## src/hdl/hla_pkg.sv

```systemverilog
// ----------------------------------------------------------------------------
// hla_pkg: shared types and constants of the Hough line accumulator
// Store geometry, operation codes, queue entry layout and the Q1.14 sine table.
// ----------------------------------------------------------------------------
package hla_pkg;

  localparam int NUM_ANGLES  = 180;
  localparam int RHO_BINS    = 1024;
  localparam int MAX_DIM     = 512;
  localparam int COUNT_BITS  = 16;

  localparam int STORE_CELLS = NUM_ANGLES * RHO_BINS;
  localparam int ADDR_W      = $clog2(STORE_CELLS);
  localparam int ANG_W       = $clog2(NUM_ANGLES);
  localparam int DIM_W       = $clog2(MAX_DIM) + 1;     // config width
  localparam int DELTA_W     = DIM_W + 1;               // signed pixel offset
  localparam int DEG_W       = 9;
  localparam int TRIG_W      = 16;
  localparam int PROD_W      = DELTA_W + TRIG_W;
  localparam int SUM_W       = PROD_W + 1;
  localparam int R_W         = SUM_W - 14;
  localparam int HD_W        = 9;
  localparam int BIN_W       = R_W + 2;

  localparam logic [COUNT_BITS-1:0] COUNT_MAX = '1;

  localparam logic [1:0] KIND_VOTE  = 2'd0;
  localparam logic [1:0] KIND_READ  = 2'd1;
  localparam logic [1:0] KIND_CLEAR = 2'd2;
  localparam logic [1:0] KIND_SPARE = 2'd3;

  localparam logic [1:0] REG_WIDTH  = 2'd0;
  localparam logic [1:0] REG_HEIGHT = 2'd1;
  localparam logic [1:0] REG_HDIAG  = 2'd2;
  localparam logic [1:0] REG_SPARE  = 2'd3;

  typedef enum logic [1:0] {
    OP_NOP,
    OP_VOTE,
    OP_READ,
    OP_CLEAR
  } op_e;

  typedef enum logic [2:0] {
    ST_IDLE,
    ST_VOTE,
    ST_DRAIN,
    ST_READ,
    ST_RDWAIT,
    ST_CLEAR
  } state_e;

  typedef struct packed {
    logic [DIM_W-1:0] width;
    logic [DIM_W-1:0] height;
    logic [HD_W-1:0]  hdiag;
  } cfg_t;

  typedef struct packed {
    op_e                       op;
    logic signed [DELTA_W-1:0] dx;
    logic signed [DELTA_W-1:0] dy;
    logic [ADDR_W-1:0]         addr;
  } entry_t;

  typedef struct packed {
    logic ready;
    logic init;
  } back_stat_t;

  localparam logic [14:0] QSINE [91] = '{
    15'd0,     15'd286,   15'd572,   15'd857,   15'd1143,  15'd1428,  15'd1713,
    15'd1997,  15'd2280,  15'd2563,  15'd2845,  15'd3126,  15'd3406,  15'd3686,
    15'd3964,  15'd4240,  15'd4516,  15'd4790,  15'd5063,  15'd5334,  15'd5604,
    15'd5871,  15'd6138,  15'd6402,  15'd6664,  15'd6924,  15'd7182,  15'd7438,
    15'd7692,  15'd7943,  15'd8192,  15'd8438,  15'd8682,  15'd8923,  15'd9162,
    15'd9397,  15'd9630,  15'd9860,  15'd10087, 15'd10311, 15'd10531, 15'd10749,
    15'd10963, 15'd11174, 15'd11381, 15'd11585, 15'd11786, 15'd11982, 15'd12176,
    15'd12365, 15'd12551, 15'd12733, 15'd12911, 15'd13085, 15'd13255, 15'd13421,
    15'd13583, 15'd13741, 15'd13894, 15'd14044, 15'd14189, 15'd14330, 15'd14466,
    15'd14598, 15'd14726, 15'd14849, 15'd14968, 15'd15082, 15'd15191, 15'd15296,
    15'd15396, 15'd15491, 15'd15582, 15'd15668, 15'd15749, 15'd15826, 15'd15897,
    15'd15964, 15'd16026, 15'd16083, 15'd16135, 15'd16182, 15'd16225, 15'd16262,
    15'd16294, 15'd16322, 15'd16344, 15'd16362, 15'd16374, 15'd16382, 15'd16384
  };

  // Sine of a in Q1.14, a below 360.
  function automatic logic signed [TRIG_W-1:0] sine_q14(input logic [DEG_W-1:0] a);
    logic [DEG_W-1:0] idx;
    logic             neg;
    begin
      neg = 1'b0;
      if (a <= DEG_W'(90)) begin
        idx = a;
      end else if (a <= DEG_W'(180)) begin
        idx = DEG_W'(180) - a;
      end else if (a <= DEG_W'(270)) begin
        idx = a - DEG_W'(180);
        neg = 1'b1;
      end else begin
        idx = DEG_W'(360) - a;
        neg = 1'b1;
      end
      sine_q14 = neg ? -$signed({1'b0, QSINE[idx[6:0]]}) : $signed({1'b0, QSINE[idx[6:0]]});
    end
  endfunction

endpackage

```

## src/hdl/hla_front.sv

```systemverilog
// ----------------------------------------------------------------------------
// hla_front: command intake and classification
// Decodes each command into an operation, precomputes offsets and the read
// address, and holds it in a two-entry queue for the back end.
// ----------------------------------------------------------------------------
module hla_front (
  input  logic                clk_i,
  input  logic                rst_ni,
  input  hla_pkg::cfg_t       cfg_i,
  input  hla_pkg::back_stat_t stat_i,
  input  logic                start_i,
  output logic                busy_o,
  input  logic [1:0]          kind_i,
  input  logic [8:0]          col_i,
  input  logic [8:0]          row_i,
  input  logic [7:0]          pixel_value_i,
  input  logic [7:0]          angle_index_i,
  input  logic [9:0]          rho_index_i,
  output logic                ent_vld_o,
  output hla_pkg::entry_t     ent_o
);

  hla_pkg::entry_t ent_in;
  hla_pkg::entry_t fifo_q [2];
  logic            wr_ptr_q, rd_ptr_q;
  logic [1:0]      cnt_q;
  logic            push, pop, rd_ok;

  always_comb begin
    rd_ok = (32'(angle_index_i) < 32'(hla_pkg::NUM_ANGLES)) &&
            ({1'b0, rho_index_i} <= {1'b0, cfg_i.hdiag, 1'b0}) &&
            (32'(rho_index_i) < 32'(hla_pkg::RHO_BINS));
    ent_in.dx = $signed({2'b00, col_i}) - $signed({2'b00, cfg_i.height[hla_pkg::DIM_W-1:1]});
    ent_in.dy = $signed({2'b00, row_i}) - $signed({2'b00, cfg_i.width[hla_pkg::DIM_W-1:1]});
    ent_in.addr = hla_pkg::ADDR_W'(angle_index_i) * hla_pkg::ADDR_W'(hla_pkg::RHO_BINS)
                + hla_pkg::ADDR_W'(rho_index_i);
    unique case (kind_i)
      hla_pkg::KIND_VOTE:  ent_in.op = (pixel_value_i != 8'd0) ? hla_pkg::OP_VOTE
                                                               : hla_pkg::OP_NOP;
      hla_pkg::KIND_READ:  ent_in.op = rd_ok ? hla_pkg::OP_READ : hla_pkg::OP_NOP;
      hla_pkg::KIND_CLEAR: ent_in.op = hla_pkg::OP_CLEAR;
      default:             ent_in.op = hla_pkg::OP_NOP;
    endcase
  end

  assign busy_o    = (cnt_q == 2'd2) || stat_i.init;
  assign push      = start_i && !busy_o;
  assign ent_vld_o = (cnt_q != 2'd0);
  assign pop       = ent_vld_o && stat_i.ready;
  assign ent_o     = fifo_q[rd_ptr_q];

  always_ff @(posedge clk_i or negedge rst_ni) begin
    if (!rst_ni) begin
      wr_ptr_q <= 1'b0;
      rd_ptr_q <= 1'b0;
      cnt_q    <= 2'd0;
    end else begin
      if (push) wr_ptr_q <= !wr_ptr_q;
      if (pop)  rd_ptr_q <= !rd_ptr_q;
      cnt_q <= cnt_q + 2'(push) - 2'(pop);
    end
  end

  always_ff @(posedge clk_i) begin
    if (push) begin
      fifo_q[wr_ptr_q] <= ent_in;
    end
  end

endmodule

```

## config.mk

```make
export PLATFORM = sky130hd
export DESIGN_NAME = hla_front
export DESIGN_NICKNAME = d
export VERILOG_FILES = /design/src/hdl/hla_pkg.sv /design/src/hdl/hla_front.sv
export SDC_FILE = /design/constraint.sdc
export NUM_CORES = 1
export LEC_CHECK = 0
export BUFFER_PORTS_ARGS = -buffer_cell sky130_fd_sc_hd__buf_2
export CAP_MARGIN = 20
export CORE_UTILIZATION = 31
export DETAILED_ROUTE_END_ITERATION = 10
export PLACE_DENSITY_LB_ADDON = 0.15
export RECOVER_POWER = 25
export SYNTH_ARGS = -nofsm -noshare
export SYNTH_HDL_FRONTEND = slang
export SYNTH_SLANG_ARGS = --single-unit
```

## constraint.sdc

```tcl
create_clock -name clk_i -period 3.01 [get_ports clk_i]
set_input_delay 0.1505 -clock clk_i [delete_from_list [all_inputs] [get_ports clk_i]]
set_output_delay 0.1505 -clock clk_i [all_outputs]
set_load 0.01 [all_outputs]
```

==> impl_metrics.json, run 1 <==
{
  "required_ps": 2860,
  "ys_ff_latch": 84,
  "portBuffers": 121,
  "arrival_ps": 1950,
  "grt_max_degree": 42,
  "fp.dieW_um": 117.1,
  "critPathMaxStageDelay_ps": 1030,
  "drt-total-wl_um": 7819,
  "cts_sinks": 84,
  "synth.distinct_cells": 33,
  "crit_type": "reg2out",
  "area_delta_synth_final_pct": 26.28,
  "post-route-drc-count": 0,
  "clk_pin_slew_ps": 60,
  "fp.dieArea_um2": 13720,
  "die_h_um": 117.1,
  "start_kind": "register",
  "critPathSlowestCell": "dfrtp_2",
  "power_density_nw_per_um2": 704.4,
  "grt_pass1_vias": 2579,
  "initial_core_util_pct": 32.17,
  "hold_depth": 1,
  "routabilityCongestion": 0.7469,
  "period_minus_slack_ps": 2104,
  "relSlewSlack_pct": 32.96,
  "reg2reg_to": "fifo_q[0][37]",
  "final_core_util_pct": 40.62,
  "ys_seq_area_share_pct": 60.90,
  "n_antenna_cell": 0,
  "track_usage_pct": 12.10,
  "dr.pass1.iters": 4,
  "rsz0062_at_grt": "no",
  "clk_latency_ps": 330,
  "finalCritPeriodShare_pct": 69.90,
  "end_kind": "output port",
  "hold_path_startpoint": "angle_index_i[0]",
  "fin_worst_skew_ps": 5.462,
  "critPathTopFamily": "flip-flops",
  "synth_top_area_share_pct": 58.47,
  "netlist_instances": 292,
  "clock.fmax_ghz": 0.4753,
  "crit_fanout": 41,
  "synth_fp_nets": 403,
  "dpl.hpwl_um": 5687,
  "cts_buffer_depth": 2,
  "crit_chain": "mux2_2, buf_2",
  "synthTopCellsByCount": "80 x edfxtp_1, 40 x inv_1, 40 x mux2_2",
  "setup_tns_ps": 0,
  "synth_edf_count": 80,
  "hold_viol": 0,
  "synthFlopType": "edfxtp_1",
  "core_um2": 12770,
  "tritoncts": "built",
  "vias_per_cell": 4.397,
  "async_reset_ff_share_pct": 4.762,
  "synth.most_common_cell": "edfxtp_1",
  "wire_per_inst_um": 13.10,
  "max_cap_violations": 0,
  "power.leakage_nw": 2.192,
  "vdd_ir_drop_max_uv": 231.3,
  "final_layout_size_suffix_gt1_share_pct": 37.65,
  "grt-ovfl-total": 0,
  "syn-cell-area_um2": 4109,
  "num_rows": 41,
  "cts_buffers": 9,
  "boundaryPins": 124,
  "synthTopCellsByArea": "edfxtp_1 58%, mux2_2 11%, ha_1 8.8%",
  "fillerInstances": 1211,
  "cp.depth": 2,
  "postCtsSetupRepairBufs": 0,
  "antenna_found_initial": 0,
  "drt_iter0_drc": 102,
  "hp-class": "in2reg",
  "regToRegSetupSlack_ps": 1080,
  "worstHoldEndpoint": "fifo_q[0][10]",
  "tightest_slew_ps": 1006,
  "nets": 532,
  "ant_nets": 0,
  "total_power_mw": 3.655,
  "h-tree-depth": 3,
  "syn_area_per_cell_um2": 14.07,
  "path_buf_inv": 1,
  "r2r_start": "cnt_q[0]",
  "grt_pass1_wl_um": 12140,
  "clockRootBuffer": "clkbuf_16",
  "slew_violations": 0,
  "status": "finished clean",
  "num_vias": 2625,
  "reg2regPathDepth": 5,
  "synth_top_cell_by_area": "edfxtp_1",
  "ys.warnings.count": 0,
  "setup_violations": 0
}
[layer usage]
metal	share of wire [%]	track usage [%]	up-vias
li1	-	-	1311
met5	0	0	-
met3	6.0	2.987	11
met1	44	14.27	1219
met2	48	20.83	84
met4	1.9	5.570	0
[layout by cell type, fill, tap and decap left out, drive strengths merged]
cell type    synthesis  final
a211oi               2      2
a21o                 4      4
a21oi               11     11
a31oi                4      4
a41o                 2      2
and2                 3      3
and3                 1      1
buf                  6    105
clkbuf               1     29
clkinv               0      4
dfrtp                4      4
dlygate4sd3          0      2
edfxtp              80     80
fa                   2      2
ha                  29     29
inv                 40     40
mux2                40     40
nand2                9      9
nand2b               2      2
nand3                3      3
nand4                2      2
nor2                10     10
nor2b                2      2
nor3                 3      3
nor4                 1      1
o211a                1      1
o21a                 1      1
o21ai                7      7
o41a                 2      2
or2                  1      1
or4b                 1      1
xnor2               11     11
xor2                 7      7
[worst max path at each step]
| stage | from | to | slack [ps] |
|---|---|---|---|
| finish | rd_ptr_q | ent_o[19] | 910 |
| global route | rd_ptr_q | ent_o[19] | 780 |
| CTS | rd_ptr_q | ent_o[19] | 830 |
| detailed placement | cnt_q[0] | fifo_q[0][36] | 1020 |
| global placement | cnt_q[0] | fifo_q[0][10] | 1030 |
| floorplan | cnt_q[0] | fifo_q[0][0] | 190 |
[repair_timing]
action,in CTS,in global routing
endpoints found under the hold margin,6,0
hold buffers,2,0
resized for setup,0,0
[cell families (layout without fill, tap and decap cells)]
logic type / count (synthesis) / count (layout) / share of synthesized area (%)
DFF: 84 / 84 / 60.90
buffers and inverters: 47 / 180 / 4.598
and+or+nand+nor: 38 / 38 / 4.537
muxes: 40 / 40 / 10.96
adders and majority gates: 31 / 31 / 9.805
xor gates and xnor gates: 18 / 18 / 3.837
AOI/OAI and AO/OA: 34 / 34 / 5.359
[registers in the layout, indices dropped and copies added (netlist names)]
signal / flops
rd_ptr_q: 1
wr_ptr_q: 1
fifo_q: 80
cnt_q: 2
[report_power, final]
part	switching, mW	total [mW]	internal [mW]
registers	0.159	1.65	1.50
clock network	0.401	0.946	0.545
logic	0.505	1.05	0.549
[layout make-up]
cell class,instances,area (µm²),area share (%)
clock inverter,4,17.52,0.3376
inverter,40,150.1,2.894
sequential,84,2504,48.25
tap,172,215.2,4.148
clock buffer,11,232.7,4.485
timing repair buffer,125,643.1,12.39
multi-input combinational,161,1426,27.49
[worst reg2reg max path, cell delays in order (launching register included)]
cell,delay [ps]
dfrtp_1,360
inv_1,50
a21oi_1,210
nand2_1,170
nor2_4,570
buf_12,260
[stage by stage]
step	hold slack, ps	cell area [µm²]	setup WS (ps)	std cells
floorplan	-145.1	4109	186.7	292
global placement	-39.71	4941	1026	580
detailed placement	-35.76	4941	1018	580
CTS	13.43	5211	829.1	597
global route	36.41	5189	778.9	597
finish	38.98	5189	906.0	597
Power figures use the tool's default switching activity.
==> run 2: changes to the inputs <==
--- a/config.mk
+++ b/config.mk
@@ -5,6 +5,7 @@
 export SDC_FILE = /design/constraint.sdc
 export NUM_CORES = 1
 export LEC_CHECK = 0
+export ABC_AREA = 1
 export BUFFER_PORTS_ARGS = -buffer_cell sky130_fd_sc_hd__buf_2
 export CAP_MARGIN = 20
 export CORE_UTILIZATION = 31
==> constraint.sdc (replaced) <==
create_clock -name clk_i -period 1.7 [get_ports clk_i]
set_input_delay 0.085 -clock clk_i [delete_from_list [all_inputs] [get_ports clk_i]]
set_output_delay 0.085 -clock clk_i [all_outputs]
set_load 0.01 [all_outputs]
==> run 2 against run 1 <==
Critical path type is now in2reg. Critical endpoint is now fifo_q[0][41]. Sequential power rose by 65%. Largest power group unchanged. Critical path depth up 8. Cell area is 11% higher. Combinational power grew 140%. Total power rose by 110%. Largest cell class unchanged.
==> impl_metrics.json, run 2 <==
{
  "crit_chain": "dlygate4sd3_1, buf_2, ha_1, nand2_1, nor2_1, nand3b_1, nand3_1, nand2_1, nand2_1, nand2_1",
  "status": "finished clean",
  "synth_top_cell_by_area": "edfxtp_1",
  "critPathMaxStageDelay_ps": 530,
  "syn-cell-area_um2": 4313,
  "arrival_ps": 1670,
  "rsz0062_at_grt": "no",
  "path_buf_inv": 2,
  "regArea_um2": 2504,
  "relSlewSlack_pct": 69.30,
  "cts_buffer_depth": 2,
  "clock.fmax_ghz": 0.6316,
  "grt_pass1_vias": 3153,
  "critPathTopFamily": "buffers and inverters",
  "r2r_start": "cnt_q[1]",
  "worstHoldEndpoint": "rd_ptr_q",
  "clk_latency_ps": 340,
  "async_reset_ff_share_pct": 4.762,
  "synthTopCellsByCount": "171 x nand2_1, 80 x edfxtp_1, 70 x inv_1",
  "finalCritPeriodShare_pct": 93.13,
  "tightest_slew_ps": 460.4,
  "regToRegSetupSlack_ps": 150,
  "cts_sinks": 84,
  "post-route-drc-count": 0,
  "drt_iter0_drc": 107,
  "cts_buffers": 9,
  "period_minus_slack_ps": 1583,
  "clockRootBuffer": "clkbuf_16",
  "num_vias": 3236,
  "tritoncts": "built",
  "area_delta_synth_final_pct": 34.03,
  "ant_nets": 0,
  "postCtsSetupRepairBufs": 0,
  "synth_fp_nets": 550,
  "ys_ff_latch": 84,
  "largest_reg_flops": 80,
  "nets": 698,
  "final_layout_size_suffix_gt1_share_pct": 23.99,
  "hp-class": "in2reg",
  "hold_viol": 0,
  "syn_area_per_cell_um2": 9.824,
  "wire_per_inst_um": 11.58,
  "multi_input_area_um2": 1504,
  "vdd_ir_drop_max_uv": 452.9,
  "fp.dieW_um": 120.0,
  "grt_pass1_wl_um": 14410,
  "reg2regPathDepth": 9,
  "num_rows": 42,
  "critPathMostFrequentCell": "nand2_1",
  "power.leakage_nw": 2.798,
  "synthTopCellsByArea": "edfxtp_1 56%, nand2_1 15%, ha_1 8.4%",
  "clk_pin_slew_ps": 60,
  "start_kind": "primary input",
  "n_antenna_cell": 0,
  "hold_ws_ps": 56.45,
  "ys_seq_area_share_pct": 58.02,
  "core_um2": 13400,
  "fin_worst_skew_ps": 8.346,
  "drt-total-wl_um": 8893,
  "grt_max_degree": 41,
  "initial_core_util_pct": 32.18,
  "slew_violations": 0,
  "antenna_found_initial": 0,
  "boundaryPins": 124,
  "final_core_util_pct": 43.14,
  "power_density_nw_per_um2": 1340,
  "h-tree-depth": 3,
  "fillerInstances": 1314,
  "critPathSlowestCell": "dlygate4sd3_1",
  "fp.dieArea_um2": 14390,
  "track_usage_pct": 13.01,
  "crit_fanout": 3,
  "dr.pass1.iters": 4,
  "ys.warnings.count": 0,
  "netlist_instances": 439,
  "synth.distinct_cells": 29,
  "grt-ovfl-total": 0,
  "final_common_cell": "nand2_1",
  "top_regs": "fifo_q (80), cnt_q (2)",
  "required_ps": 1790,
  "top_register": "fifo_q",
  "end_kind": "register",
  "die_h_um": 120.0,
  "synth_top_area_share_pct": 55.70,
  "crit_type": "in2reg",
  "synth_edf_count": 80,
  "setup_violations": 0,
  "synthFlopType": "edfxtp_1",
  "max_cap_violations": 0,
  "final_cell_mix": "171 x nand2_1, 104 x buf_2, 80 x edfxtp_1, 70 x inv_1, 29 x ha_1",
  "reg2reg_to": "cnt_q[1]",
  "hold_path_startpoint": "stat_i[1]",
  "synth.most_common_cell": "nand2_1",
  "portBuffers": 121,
  "routabilityCongestion": 0.8243,
  "dpl.hpwl_um": 6362,
  "vias_per_cell": 4.214,
  "hold_depth": 3
}
[run 2: changes by cell type after synthesis, moves of 4 or more]
cell / change
inv_1: +30
mux2_2: -40
nand2_1: +162
nand3_1: +7
o21ai_2: +4
xnor2_1: -8
[run 2: cells by family after synthesis]
group	count (synthesis)	synth area share, %
adder cells (fa/ha/maj)	31	9.342
AO/OA/AOI/OAI	29	4.149
flip-flops	84	58.02
AND/OR/NAND/NOR	201	18.60
XOR/XNOR	12	2.437
buffers and inverters	82	7.455
[run 2: how the worst max path moves through the flow]
stage	from	end	slack, ps	depth (start not counted)
global placement	cfg_i[10]	fifo_q[1][37]	90	7
CTS	rd_ptr_q	ent_o[31]	100	4
global route	rho_index_i[9]	fifo_q[0][41]	10	10
detailed placement	cfg_i[10]	fifo_q[0][37]	50	7
floorplan	cnt_q[0]	fifo_q[0][0]	-390	4
finish	rho_index_i[9]	fifo_q[0][41]	120	10
[run 2: area by class of cell]
| cell class | count | share of cell area [%] |
|---|---|---|
| inverters | 71 | 4.632 |
| multi-input cells | 273 | 26.02 |
| clock inverters | 6 | 2.749 |
| clock buffers | 10 | 3.961 |
| repair buffers | 148 | 15.52 |
| flip-flops and latches | 84 | 43.31 |
| well taps | 176 | 3.810 |
[run 2: repair_timing]
action                                  in CTS  in global routing
endpoints found under the setup margin       5                  0
hold buffers                                19                  0
hold endpoints to repair                    40                  0
gates resized for setup                      1                  0
[run 2: through the flow]
stage | area [µm²] | setup TNS (ps) | setup WS [ps] | power [mW] | instances
5_1_grt | 5781 | 0 | 12.54 | 8.222 | 768
4_1_cts | 5802 | 0 | 95.53 | 7.894 | 768
3_5_place_dp | 5223 | 0 | 54.43 | 5.322 | 733
3_3_place_gp | 5223 | 0 | 94.17 | 5.280 | 733
6_report | 5781 | 0 | 116.7 | 7.744 | 768
2_1_floorplan | 4318 | -31050 | -388.1 | 4.235 | 439
[run 2: power breakdown]
part / internal (mW) / switching (mW) / total, mW
Combinational: 0.948 / 1.56 / 2.51
Clock: 1.74 / 0.777 / 2.52
Sequential: 2.64 / 0.0809 / 2.72
Total: 5.33 / 2.42 / 7.74
[run 2: worst reg2reg max path, cell delays in order (launching register included)]
cell     delay [ps]
dfrtp_1         380
inv_1            80
nand2_1          70
nand2_1          90
inv_1            50
ha_1            260
inv_1            40
ha_1            180
xnor2_1         160
xor2_1          170
[run 2: per-layer routing]
layer / track usage (%) / part of all wire [%] / vias to the layer above
met5: 0 / 0 / -
met4: 6.484 / 1.9 / 0
met3: 2.804 / 4.8 / 10
met2: 22.23 / 49 / 75
met1: 15.34 / 44 / 1449
li1: - / - / 1702
